--- src/hdl/tvf_pkg.sv ---
// tvf_pkg: shared constants, character codes and types for the text view filter.
// No dependencies.
package tvf_pkg;

  localparam int NUM_DIGITS = 10;
  localparam int MIN_WIDTH  = 6;
  localparam int BODY_MAX   = 4;
  localparam int MAX_RUN    = NUM_DIGITS + 1 + BODY_MAX;
  localparam int POS_W      = $clog2(MAX_RUN + 1);
  localparam int DIG_W      = $clog2(NUM_DIGITS);
  localparam int BODY_W     = $clog2(BODY_MAX);
  localparam int BLEN_W     = $clog2(BODY_MAX + 1);

  localparam int CFG_IDX_W = 3;
  localparam logic [CFG_IDX_W-1:0] REG_NUMBER_LINES    = 3'd0;
  localparam logic [CFG_IDX_W-1:0] REG_NONBLANK_ONLY   = 3'd1;
  localparam logic [CFG_IDX_W-1:0] REG_MARK_LINE_ENDS  = 3'd2;
  localparam logic [CFG_IDX_W-1:0] REG_SQUEEZE_BLANK   = 3'd3;
  localparam logic [CFG_IDX_W-1:0] REG_SHOW_NONPRINT   = 3'd4;
  localparam logic [CFG_IDX_W-1:0] REG_SHOW_TABS       = 3'd5;

  localparam logic [7:0] CH_TAB       = 8'h09;
  localparam logic [7:0] CH_NL        = 8'h0A;
  localparam logic [7:0] CH_SPACE     = 8'h20;
  localparam logic [7:0] CH_DOLLAR    = 8'h24;
  localparam logic [7:0] CH_DASH      = 8'h2D;
  localparam logic [7:0] CH_ZERO      = 8'h30;
  localparam logic [7:0] CH_QMARK     = 8'h3F;
  localparam logic [7:0] CH_M         = 8'h4D;
  localparam logic [7:0] CH_CARET     = 8'h5E;
  localparam logic [7:0] CH_DEL       = 8'h7F;
  localparam logic [7:0] CTRL_LIMIT   = 8'h20;
  localparam logic [7:0] CARET_OFFSET = 8'h40;

  typedef struct packed {
    logic number_lines;
    logic number_nonblank_only;
    logic mark_line_ends;
    logic squeeze_blank_lines;
    logic show_nonprinting;
    logic show_tabs;
  } cfg_t;

  // one input byte's output run: optional number prefix, then body bytes
  typedef struct packed {
    logic                             num_on;
    logic [NUM_DIGITS-1:0][3:0]       digits;
    logic [DIG_W-1:0]                 top;
    logic [POS_W-1:0]                 num_len;
    logic [POS_W-1:0]                 body_start;
    logic [POS_W-1:0]                 total_len;
    logic [BODY_MAX-1:0][7:0]         body;
  } run_t;

endpackage

--- src/hdl/tvf_line_state.sv ---
// tvf_line_state: line counter, line/blank tracking, and run decode per input byte.
// Depends on tvf_pkg.
module tvf_line_state (
  input  logic               clk,
  input  logic               rst,
  input  tvf_pkg::cfg_t      cfg,
  input  logic [7:0]         in_byte,
  input  logic               accept,
  output tvf_pkg::run_t      run,
  output logic               run_empty
);

  logic [tvf_pkg::NUM_DIGITS-1:0][3:0] line_number;
  logic [tvf_pkg::NUM_DIGITS-1:0][3:0] line_number_next;
  logic inside_line;
  logic previous_blank;

  logic is_nl;
  logic num_on;
  logic [tvf_pkg::DIG_W-1:0] top;
  logic [tvf_pkg::POS_W-1:0] width;
  logic [tvf_pkg::POS_W-1:0] num_len;
  logic [tvf_pkg::BODY_MAX-1:0][7:0] body;
  logic [tvf_pkg::BLEN_W-1:0] blen;
  logic [tvf_pkg::BLEN_W-1:0] tail_len;
  logic [7:0] lo;
  logic [7:0] tail0;
  logic [7:0] tail1;
  logic all_nine;
  logic low_nine;

  assign is_nl = (in_byte == tvf_pkg::CH_NL);
  assign run_empty = is_nl && !inside_line && cfg.squeeze_blank_lines && previous_blank;
  assign num_on = is_nl ? (!inside_line && cfg.number_lines && !cfg.number_nonblank_only)
                        : (cfg.number_lines && !inside_line);

  always_comb begin
    top = '0;
    for (int i = 0; i < tvf_pkg::NUM_DIGITS; i++) begin
      if (line_number[i] != 4'd0) top = i[tvf_pkg::DIG_W-1:0];
    end
  end

  assign width   = tvf_pkg::POS_W'(top) + tvf_pkg::POS_W'(1);
  assign num_len = (width < tvf_pkg::POS_W'(tvf_pkg::MIN_WIDTH))
                   ? tvf_pkg::POS_W'(tvf_pkg::MIN_WIDTH) : width;

  // body bytes
  always_comb begin
    lo = {1'b0, in_byte[6:0]};
    if (lo < tvf_pkg::CTRL_LIMIT) begin
      tail0 = tvf_pkg::CH_CARET;
      tail1 = lo + tvf_pkg::CARET_OFFSET;
      tail_len = tvf_pkg::BLEN_W'(2);
    end else if (lo == tvf_pkg::CH_DEL) begin
      tail0 = tvf_pkg::CH_CARET;
      tail1 = tvf_pkg::CH_QMARK;
      tail_len = tvf_pkg::BLEN_W'(2);
    end else begin
      tail0 = lo;
      tail1 = 8'h00;
      tail_len = tvf_pkg::BLEN_W'(1);
    end
    body = '0;
    blen = tvf_pkg::BLEN_W'(1);
    if (is_nl) begin
      if (cfg.mark_line_ends) begin
        body[0] = tvf_pkg::CH_DOLLAR;
        body[1] = tvf_pkg::CH_NL;
        blen = tvf_pkg::BLEN_W'(2);
      end else begin
        body[0] = tvf_pkg::CH_NL;
      end
    end else if (cfg.show_nonprinting && (cfg.show_tabs || in_byte != tvf_pkg::CH_TAB)) begin
      if (in_byte[7]) begin
        body[0] = tvf_pkg::CH_M;
        body[1] = tvf_pkg::CH_DASH;
        body[2] = tail0;
        body[3] = tail1;
        blen = tvf_pkg::BLEN_W'(2) + tail_len;
      end else begin
        body[0] = tail0;
        body[1] = tail1;
        blen = tail_len;
      end
    end else begin
      body[0] = in_byte;
    end
  end

  always_comb begin
    run.num_on     = num_on;
    run.digits     = line_number;
    run.top        = top;
    run.num_len    = num_len;
    run.body_start = num_on ? (num_len + tvf_pkg::POS_W'(1)) : '0;
    run.total_len  = run.body_start + tvf_pkg::POS_W'(blen);
    run.body       = body;
  end

  // saturating BCD increment
  always_comb begin
    all_nine = 1'b1;
    for (int i = 0; i < tvf_pkg::NUM_DIGITS; i++) begin
      if (line_number[i] != 4'd9) all_nine = 1'b0;
    end
    low_nine = 1'b1;
    line_number_next = line_number;
    for (int i = 0; i < tvf_pkg::NUM_DIGITS; i++) begin
      if (low_nine && !all_nine) begin
        line_number_next[i] = (line_number[i] >= 4'd9) ? 4'd0 : line_number[i] + 4'd1;
      end
      low_nine = low_nine && (line_number[i] >= 4'd9);
    end
  end

  always_ff @(posedge clk) begin
    if (rst) begin
      line_number    <= {{(tvf_pkg::NUM_DIGITS-1){4'd0}}, 4'd1};
      inside_line    <= 1'b0;
      previous_blank <= 1'b0;
    end else if (accept && !run_empty) begin
      if (num_on) line_number <= line_number_next;
      inside_line <= !is_nl;
      if (!is_nl) begin
        previous_blank <= 1'b0;
      end else if (!inside_line) begin
        previous_blank <= 1'b1;
      end
    end
  end

endmodule

--- src/hdl/tvf_emitter.sv ---
// tvf_emitter: run register, byte position sequencer and output register.
// Depends on tvf_pkg.
module tvf_emitter (
  input  logic            clk,
  input  logic            rst,
  input  tvf_pkg::run_t   run,
  input  logic            run_empty,
  input  logic            in_valid,
  output logic            in_stall,
  output logic            accept,
  output logic            busy,
  output logic            out_valid,
  input  logic            out_stall,
  output logic [7:0]      out_byte,
  output logic            last_of_run
);

  tvf_pkg::run_t desc;
  logic desc_valid;
  logic [tvf_pkg::POS_W-1:0] pos;

  logic out_free;
  logic step;
  logic last;
  logic done;
  logic [7:0] cur_byte;
  logic [tvf_pkg::POS_W-1:0] dig_idx;
  logic [tvf_pkg::POS_W-1:0] body_idx;

  assign out_free = !out_valid || !out_stall;
  assign step     = desc_valid && out_free;
  assign last     = (pos == desc.total_len - tvf_pkg::POS_W'(1));
  assign done     = step && last;
  assign in_stall = desc_valid && !done;
  assign accept   = in_valid && !in_stall;
  assign busy     = desc_valid;

  assign dig_idx  = desc.num_len - tvf_pkg::POS_W'(1) - pos;
  assign body_idx = pos - desc.body_start;

  always_comb begin
    if (desc.num_on && pos < desc.num_len) begin
      if (dig_idx > tvf_pkg::POS_W'(desc.top)) begin
        cur_byte = tvf_pkg::CH_SPACE;
      end else begin
        cur_byte = tvf_pkg::CH_ZERO | {4'h0, desc.digits[dig_idx[tvf_pkg::DIG_W-1:0]]};
      end
    end else if (desc.num_on && pos < desc.body_start) begin
      cur_byte = tvf_pkg::CH_TAB;
    end else begin
      cur_byte = desc.body[body_idx[tvf_pkg::BODY_W-1:0]];
    end
  end

  always_ff @(posedge clk) begin
    if (rst) begin
      desc_valid <= 1'b0;
      pos        <= '0;
      out_valid  <= 1'b0;
    end else begin
      if (accept && !run_empty) begin
        desc_valid <= 1'b1;
        pos        <= '0;
      end else if (done) begin
        desc_valid <= 1'b0;
      end else if (step) begin
        pos <= pos + tvf_pkg::POS_W'(1);
      end
      if (step) begin
        out_valid <= 1'b1;
      end else if (out_free) begin
        out_valid <= 1'b0;
      end
    end
  end

  always_ff @(posedge clk) begin
    if (accept && !run_empty) desc <= run;
    if (step) begin
      out_byte    <= cur_byte;
      last_of_run <= last;
    end
  end

endmodule

--- src/hdl/text_view_filter.sv ---
// text_view_filter: renders a text byte stream in display form with optional numbering.
// The first output byte of a request passes the run register, then the output register.
// Throughput: one output byte per cycle while out_stall is low; a multi-byte request keeps
// the single output byte sequencer to its last byte, so input stalls (none for ordinary text).
// Reset: synchronous rst clears the settings, sets the line counter to one, empties the pipe.
// Depends on tvf_pkg, tvf_line_state, tvf_emitter.
module text_view_filter (
  input  logic                         clk,
  input  logic                         rst,
  input  logic                         cfg_write,
  input  logic [tvf_pkg::CFG_IDX_W-1:0] cfg_index,
  input  logic                         cfg_data,
  input  logic                         in_valid,
  output logic                         in_stall,
  input  logic [7:0]                   in_byte,
  output logic                         out_valid,
  input  logic                         out_stall,
  output logic [7:0]                   out_byte,
  output logic                         last_of_run
);

  tvf_pkg::cfg_t cfg;
  tvf_pkg::run_t run;
  logic run_empty;
  logic accept;
  logic busy;

  always_ff @(posedge clk) begin
    if (rst) begin
      cfg <= '0;
    end else if (cfg_write) begin
      case (cfg_index)
        tvf_pkg::REG_NUMBER_LINES:   cfg.number_lines         <= cfg_data;
        tvf_pkg::REG_NONBLANK_ONLY:  cfg.number_nonblank_only <= cfg_data;
        tvf_pkg::REG_MARK_LINE_ENDS: cfg.mark_line_ends       <= cfg_data;
        tvf_pkg::REG_SQUEEZE_BLANK:  cfg.squeeze_blank_lines  <= cfg_data;
        tvf_pkg::REG_SHOW_NONPRINT:  cfg.show_nonprinting     <= cfg_data;
        tvf_pkg::REG_SHOW_TABS:      cfg.show_tabs            <= cfg_data;
        default: ;
      endcase
    end
  end

  tvf_line_state u_line_state (
    .clk       (clk),
    .rst       (rst),
    .cfg       (cfg),
    .in_byte   (in_byte),
    .accept    (accept),
    .run       (run),
    .run_empty (run_empty)
  );

  tvf_emitter u_emitter (
    .clk         (clk),
    .rst         (rst),
    .run         (run),
    .run_empty   (run_empty),
    .in_valid    (in_valid),
    .in_stall    (in_stall),
    .accept      (accept),
    .busy        (busy),
    .out_valid   (out_valid),
    .out_stall   (out_stall),
    .out_byte    (out_byte),
    .last_of_run (last_of_run)
  );

  // a run's bytes follow one another without gaps
  a_run_no_gap: assert property (@(posedge clk) disable iff (rst)
    out_valid && !out_stall && !last_of_run |=> out_valid)
    else $error("gap inside an output run");

  // a pending run always reaches the output register when it is free
  a_busy_feeds_out: assert property (@(posedge clk) disable iff (rst)
    busy && !out_stall |=> out_valid)
    else $error("pending run did not produce a byte");

  // input held only while a run is pending
  a_stall_busy: assert property (@(posedge clk) disable iff (rst)
    in_stall |-> busy)
    else $error("input stalled with no pending run");

endmodule

--- config.mk ---
export PLATFORM = sky130hd
export DESIGN_NAME = text_view_filter
export DESIGN_NICKNAME = d
export VERILOG_FILES = /design/src/hdl/tvf_pkg.sv /design/src/hdl/tvf_line_state.sv /design/src/hdl/tvf_emitter.sv /design/src/hdl/text_view_filter.sv
export SDC_FILE = /design/constraint.sdc
export NUM_CORES = 1
export LEC_CHECK = 0
export BUFFER_PORTS_ARGS = -buffer_cell sky130_fd_sc_hd__buf_2
export CAP_MARGIN = 30
export CORE_MARGIN = 5
export CORE_UTILIZATION = 35
export CTS_CLUSTER_SIZE = 24
export DETAILED_ROUTE_END_ITERATION = 10
export HOLD_SLACK_MARGIN = 0.06
export PLACE_DENSITY_LB_ADDON = 0.08
export SLEW_MARGIN = 20
export SYNTH_ARGS = -nofsm -noshare
export SYNTH_HDL_FRONTEND = slang
export SYNTH_SLANG_ARGS = --single-unit
--- constraint.sdc ---
create_clock -name clk -period 3.8 [get_ports clk]
set_input_delay 0.19 -clock clk [delete_from_list [all_inputs] [get_ports clk]]
set_output_delay 0.19 -clock clk [all_outputs]
set_load 0.01 [all_outputs]
After elaboration in Yosys (flattened, before gate mapping)
Cells that the tools add are included.
- bits in registers: 152
- word-level logic and storage cells: 237
- add/subtract/negate cells: 20
- $lt $le $gt $ge: 17
- equality and inequality tests: 20
- multiplexer cells: 61
- bitwise logic cells: 4
- reductions and logical operators: 73
- operators by type and width (cell ; number):
    4-bit two-way mux ; 22
    8-bit two-way mux ; 7
    4-bit by 1-bit adder with 4-bit output, second input constant ; 13
    4-bit greater-or-equal comparator, second input constant ; 10
    4-bit inequality test, second input constant ; 10
    4-bit nonzero test ; 9
    16-bit two-way mux ; 2
    1-bit logical AND ; 30
    3-bit AND reduction ; 10
    1-bit two-way mux ; 18
    4-bit binary-select mux with 4-bit select ; 1
    8-bit binary-select mux with 2-bit select ; 1
    2-bit AND reduction ; 8
    3-bit two-way mux ; 4
    6-bit two-way mux ; 2
    1-bit zero test ; 9
    7-bit by 7-bit adder with 8-bit output, second input constant ; 1
    8-bit by 4-bit == test with 1-bit output, second input constant ; 1
    4-bit < comparator ; 2
    8-bit by 4-bit inequality test with 1-bit output, second input constant ; 1
    4-bit by 1-bit subtractor with 4-bit output, second input constant ; 2
    7-bit == test, second input constant ; 1
    7-bit by 6-bit < comparator with 1-bit output, second input constant ; 1
    7-bit two-way mux ; 1
    other kinds (21) ; 29

Depth between registers and ports, before layout
- depth in word-level cells: 16
- gate-level depth with buffers: 18
- mapped depth without buffers: 18

Hierarchy
From an unflattened synthesis, not the netlist that was laid out.
- cell total of the unflattened synthesis: 715
- area, all modules: 8044.0 um^2
- modules (own cells, without submodules) (module ; times used ; cells an instance ; area an instance (um^2) ; sequential area each (um^2)):
    tvf_emitter ; 1 ; 251 ; 4335.4 ; 3062.9
    tvf_line_state ; 1 ; 439 ; 3414.5 ; 840.8
    text_view_filter ; 1 ; 25 ; 294.0 ; 120.1

Worst setup path before layout
Ideal clock, no wire load.
- path kind: reg2reg
- start point: register u_line_state.line_number, in the netlist u_line_state.run[52]
- end point: register u_emitter.desc[35] (netlist name) (data pin)
- arrival time: 3.732 ns
- required time: 3.542 ns
- path slack: -0.189 ns
- cell stages (with the launch flop): 19
- path buffers: 0
- path through: dfxtp_1 inv_1 ha_1 or3b_2 a2111oi_0 a211oi_1 nor2_1 o21ai_0 ha_1 or3_1 nand2_1 a31o_2 and2_1 ha_1 and2_1 ha_1 a21o_1 a21oi_1 xnor2_1
- RTL lines (element ; RTL line ; source):
    start: declaration ; tvf_line_state.sv:13 ; logic [tvf_pkg::NUM_DIGITS-1:0][3:0] line_number;
    start signal: assignment ; tvf_line_state.sv:119 ; line_number <= {{(tvf_pkg::NUM_DIGITS-1){4'd0}}, 4'd1};
    start signal: assignment ; tvf_line_state.sv:123 ; if (num_on) line_number <= line_number_next;
    end signal: assignment ; tvf_emitter.sv:78 ; if (accept && !run_empty) desc <= run;
    end: declaration ; tvf_emitter.sv:18 ; tvf_pkg::run_t desc;

==> flow_summary.toml <==
[critical_path]
cp_common_cell = "sky130_fd_sc_hd__ha_4"
critPathCaptureType = "register"
crit_required_ns = 3.97
worst_path_arrival_time_ns = 3.97
critical_path_class = "reg -> reg"
slowest_stage = "sky130_fd_sc_hd__or3_4"
cp_max_fo = 3
crit_path_cell_chain = "inv_2 > ha_4 > or3b_4 > a2111oi_4 > a211oi_2 > nor2_2 > o21ai_2 > ha_2 > or3_4 > nand2_2 > a31o_4 > and2_4 > ha_4 > and2_4 > ha_4 > a21o_1 > a21oi_2 > xnor2_1"
critical_path_startpoint_category = "register"
timing.critical_path.slowest_cell_delay_ns = 0.40

[detailed_routing]
via_per_inst = 5.26
number_of_violations_reported_at_the_end_of_detailed_routing_iteration_0 = 371
route.antenna.remaining_nets = 0
drt-pass1-iter-count = 5
dr_vias = 5772
routed_wirelength_um = 20700
wire_per_inst_um = 18.9
drt_drc_violations_left = 0

[floorplanning]
placementRows = 55
dieWidth_um = 162
die_h_um = 162
fp.dieArea_mm2 = 0.0261
top_level_ports = 28
floorplan.initialDensity_pct = 35.5
core_box_area_mm2 = 0.0226

[cts]
numCtsBuffers = 17
clk_transition_reported_paths_ns = 0.06
cts_tree = "yes"
ctsHtreeMaxLevel = 4
cts_num_sinks = 151
postCtsHoldBufs = 0
root_buffer = "sky130_fd_sc_hd__clkbuf_16"
worst_skew_pair_latency_ns = 0.43
cts.path.max_buffers = 2

[synthesis]
synthesis.instances = 707
largest_family_of_logic_cells_by_synthesized_area = "simple AND/OR/NAND/NOR gates"
synth.top_cells.by_area = "sky130_fd_sc_hd__edfxtp_1, sky130_fd_sc_hd__dfxtp_1, sky130_fd_sc_hd__ha_1"
yosys.cell_types.count = 81
synth-compound-area-share_pct = 10.3
synthFlopType = "sky130_fd_sc_hd__edfxtp_1"
multiplexer_area_fraction_after_synthesis_pct = 7.12
syn-cell-area_mm2 = 0.00803
synth-edff-count = 97
synth.top_cells.by_count = "sky130_fd_sc_hd__edfxtp_1, sky130_fd_sc_hd__nor2_1, sky130_fd_sc_hd__inv_1"
synth_sequential_area_ratio_pct = 49.7
synthAdderAreaFrac_pct = 9.00
synth_seq_cells = 151
ys.warnings.count = 0
post-synth-top-area-fraction_pct = 36.3
synth_xor_area_share_pct = 1.59
synth.most_common_cell = "sky130_fd_sc_hd__edfxtp_1"
synth_area_per_cell_um2 = 11.4
async_set_or_reset_flop_fraction_in_the_synthesized_netlist_pct = 0
biggest_area_consumer_among_synthesized_cells = "sky130_fd_sc_hd__edfxtp_1"
synth_simple_gate_area_share_pct = 18.1

[job]
max_cap_violations = 0

[global_route]
globalRoute.totalOverflow = 0
grt_first_pass_wirelength_um = 33600
first_global_vias = 6017
global_route.usage.total_pct = 16.5
largest_net_degree_at_the_start_of_global_routing = 64
grt_antenna_before_repair = 0

[place]
post-place-ws_ns = -0.304
port_buffers = 27
detailedPlacementHpwl_um = 15300
routabilityCongestion = 0.810
place_area_mm2 = 0.00888
dpl.cell_count = 1057

[status]
result_of_the_run = "finished, violations left"
violations = "setup timing"

[sta]
max_freq_mhz = 263
report.final.setup_viol = 1
relSlewSlack_pct = 41.1
layout_worst_path_cycle_share_pct = 100
postLayoutSetupSlackWorst_ns = -0.000607
final.setup_skew_ns = 0.0143
final_number_of_max_transition_violations = 0
post-route-min-period_ns = 3.80
rsz0062_at_grt = "true"
timing_worst_slew_pin_value_ns = 0.874
final_hold_violation_count = 0

[power_and_ir_drop]
peakVddDrop_uv = 237
p_per_area_mw_per_mm2 = 395
static-leakage-power_uw = 0.00382
total_power_uw = 3790

[cells_and_area]
layout.cell_area.non_filler_mm2 = 0.00959
nNetsFinal = 873
final_cell_count_no_fill = 1098
diode_insertion_count_for_antenna_repair = 0
layout-drive-gt1-share_pct = 23.4
syn2layout_area_growth_pct = 19.4

[min_path]
min-delay-path-class = "in -> reg"
-- metal layers --
metal	part of all wire [%]	GRT usage (%)
met2	51	28.7
met1	45	21.1
met4	0.88	4.11
met3	3.6	3.29
met5	0	0
-- through the flow --
step / TNS [ns] / hold slack, ns / util, %
final: -0.000607 / 0.0947 / 42.4
after global routing: -0.210 / 0.0903 / 42.4
after CTS: 0 / 0.0657 / 42.2
after detailed placement: -0.613 / 0.495 / 39.2
after global placement: -0.295 / 0.487 / 39.2
after floorplan: 0 / 0.334 / -
-- power by group --
part | internal [µW] | leakage [µW] | total (µW) | switching, µW
Combinational | 146 | 0.00217 | 356 | 210
Clock | 853 | 0.000259 | 1570 | 719
Sequential | 1830 | 0.00139 | 1860 | 29.4
-- critical path: cells and delay by family (launching register included) --
| family | cells | cell delay, ns |
|---|---|---|
| adders and majority gates | 4 | 0.71 |
| xor gates and xnor gates | 1 | 0.08 |
| buffers and inverters | 1 | 0.06 |
| AOI/OAI and AO/OA | 6 | 1.02 |
| and+or+nand+nor | 6 | 1.36 |
| DFF | 1 | 0.33 |
-- placed cells by master (no fill, tap or decap), types with 4 or more instances in the layout --
master	count
sky130_fd_sc_hd__edfxtp_1	97
sky130_fd_sc_hd__or3_1	4
sky130_fd_sc_hd__clkbuf_16	17
sky130_fd_sc_hd__nor2_1	68
sky130_fd_sc_hd__and3_1	11
sky130_fd_sc_hd__nand3_1	13
sky130_fd_sc_hd__a21o_1	5
sky130_fd_sc_hd__nor2b_1	11
sky130_fd_sc_hd__nor4_1	8
sky130_fd_sc_hd__o21ai_0	27
sky130_fd_sc_hd__a41oi_1	4
sky130_fd_sc_hd__nand4_1	17
sky130_fd_sc_hd__mux4_2	15
sky130_fd_sc_hd__or3b_4	5
sky130_fd_sc_hd__a21oi_1	32
sky130_fd_sc_hd__dfxtp_1	52
sky130_fd_sc_hd__nand2_1	35
sky130_fd_sc_hd__inv_6	4
sky130_fd_sc_hd__or3b_2	5
sky130_fd_sc_hd__clkinv_4	4
sky130_fd_sc_hd__nand2b_1	5
sky130_fd_sc_hd__buf_4	63
sky130_fd_sc_hd__mux2i_1	20
sky130_fd_sc_hd__buf_2	27
sky130_fd_sc_hd__o22ai_1	4
sky130_fd_sc_hd__inv_1	60
sky130_fd_sc_hd__o211a_1	4
sky130_fd_sc_hd__and4_1	4
sky130_fd_sc_hd__nor3b_1	7
sky130_fd_sc_hd__and2_1	4
sky130_fd_sc_hd__nor3_1	8
sky130_fd_sc_hd__xor2_1	4
sky130_fd_sc_hd__xnor2_1	8
sky130_fd_sc_hd__a31oi_1	6
sky130_fd_sc_hd__o21a_1	6
sky130_fd_sc_hd__ha_1	47
-- what timing repair did --
item / in CTS / in global routing
gates resized for setup: 14 / 8
setup endpoints to repair: 3 / 3
hold endpoints to repair: 0 / 0
pin swaps: 10 / 15
buffers inserted: 9 / 0
-- sequential cells by signal, summed over array words and instances, names as in the netlist --
name                         flops
u_emitter.desc                  88
u_line_state.run                40
u_emitter.out_byte               8
cfg                              6
u_emitter.pos                    4
u_emitter.busy                   1
u_emitter.last_of_run            1
u_emitter.out_valid              1
u_line_state.inside_line         1
u_line_state.previous_blank      1
-- layout make-up --
| class | count | area [µm²] |
|---|---|---|
| clock buffers | 18 | 429 |
| well taps | 285 | 357 |
| fillers | 2163 | 13000 |
| multi-input cells | 476 | 3830 |
| repair buffers | 91 | 628 |
| clock inverters | 14 | 119 |
| flip-flops and latches | 151 | 4000 |
| inverters | 63 | 238 |
-- cell families after synthesis --
family,Yosys count
AND/OR/NAND/NOR,245
multiplexers,38
flip-flops,151
XOR/XNOR,13
buffers and inverters,81
adder cells (fa/ha/maj),56
other,1
AO/OA/AOI/OAI,122
-- path summary, 6_finish.rpt --
check                                         start                           end  slack [ns]  cells after the start
setup / recovery  u_line_state.run[52]$_SDFFE_PP0P_  u_emitter.desc[35]$_DFFE_PP_     -0.0006                     18
hold / removal                             cfg_data           cfg[0]$_SDFFE_PP0P_        0.09                      3
setup reg to reg  u_line_state.run[52]$_SDFFE_PP0P_  u_emitter.desc[35]$_DFFE_PP_     -0.0006                     18
hold reg to reg                 cfg[0]$_SDFFE_PP0P_           cfg[0]$_SDFFE_PP0P_        0.52                      2
No activity file was read; power rests on OpenSTA's default activity.
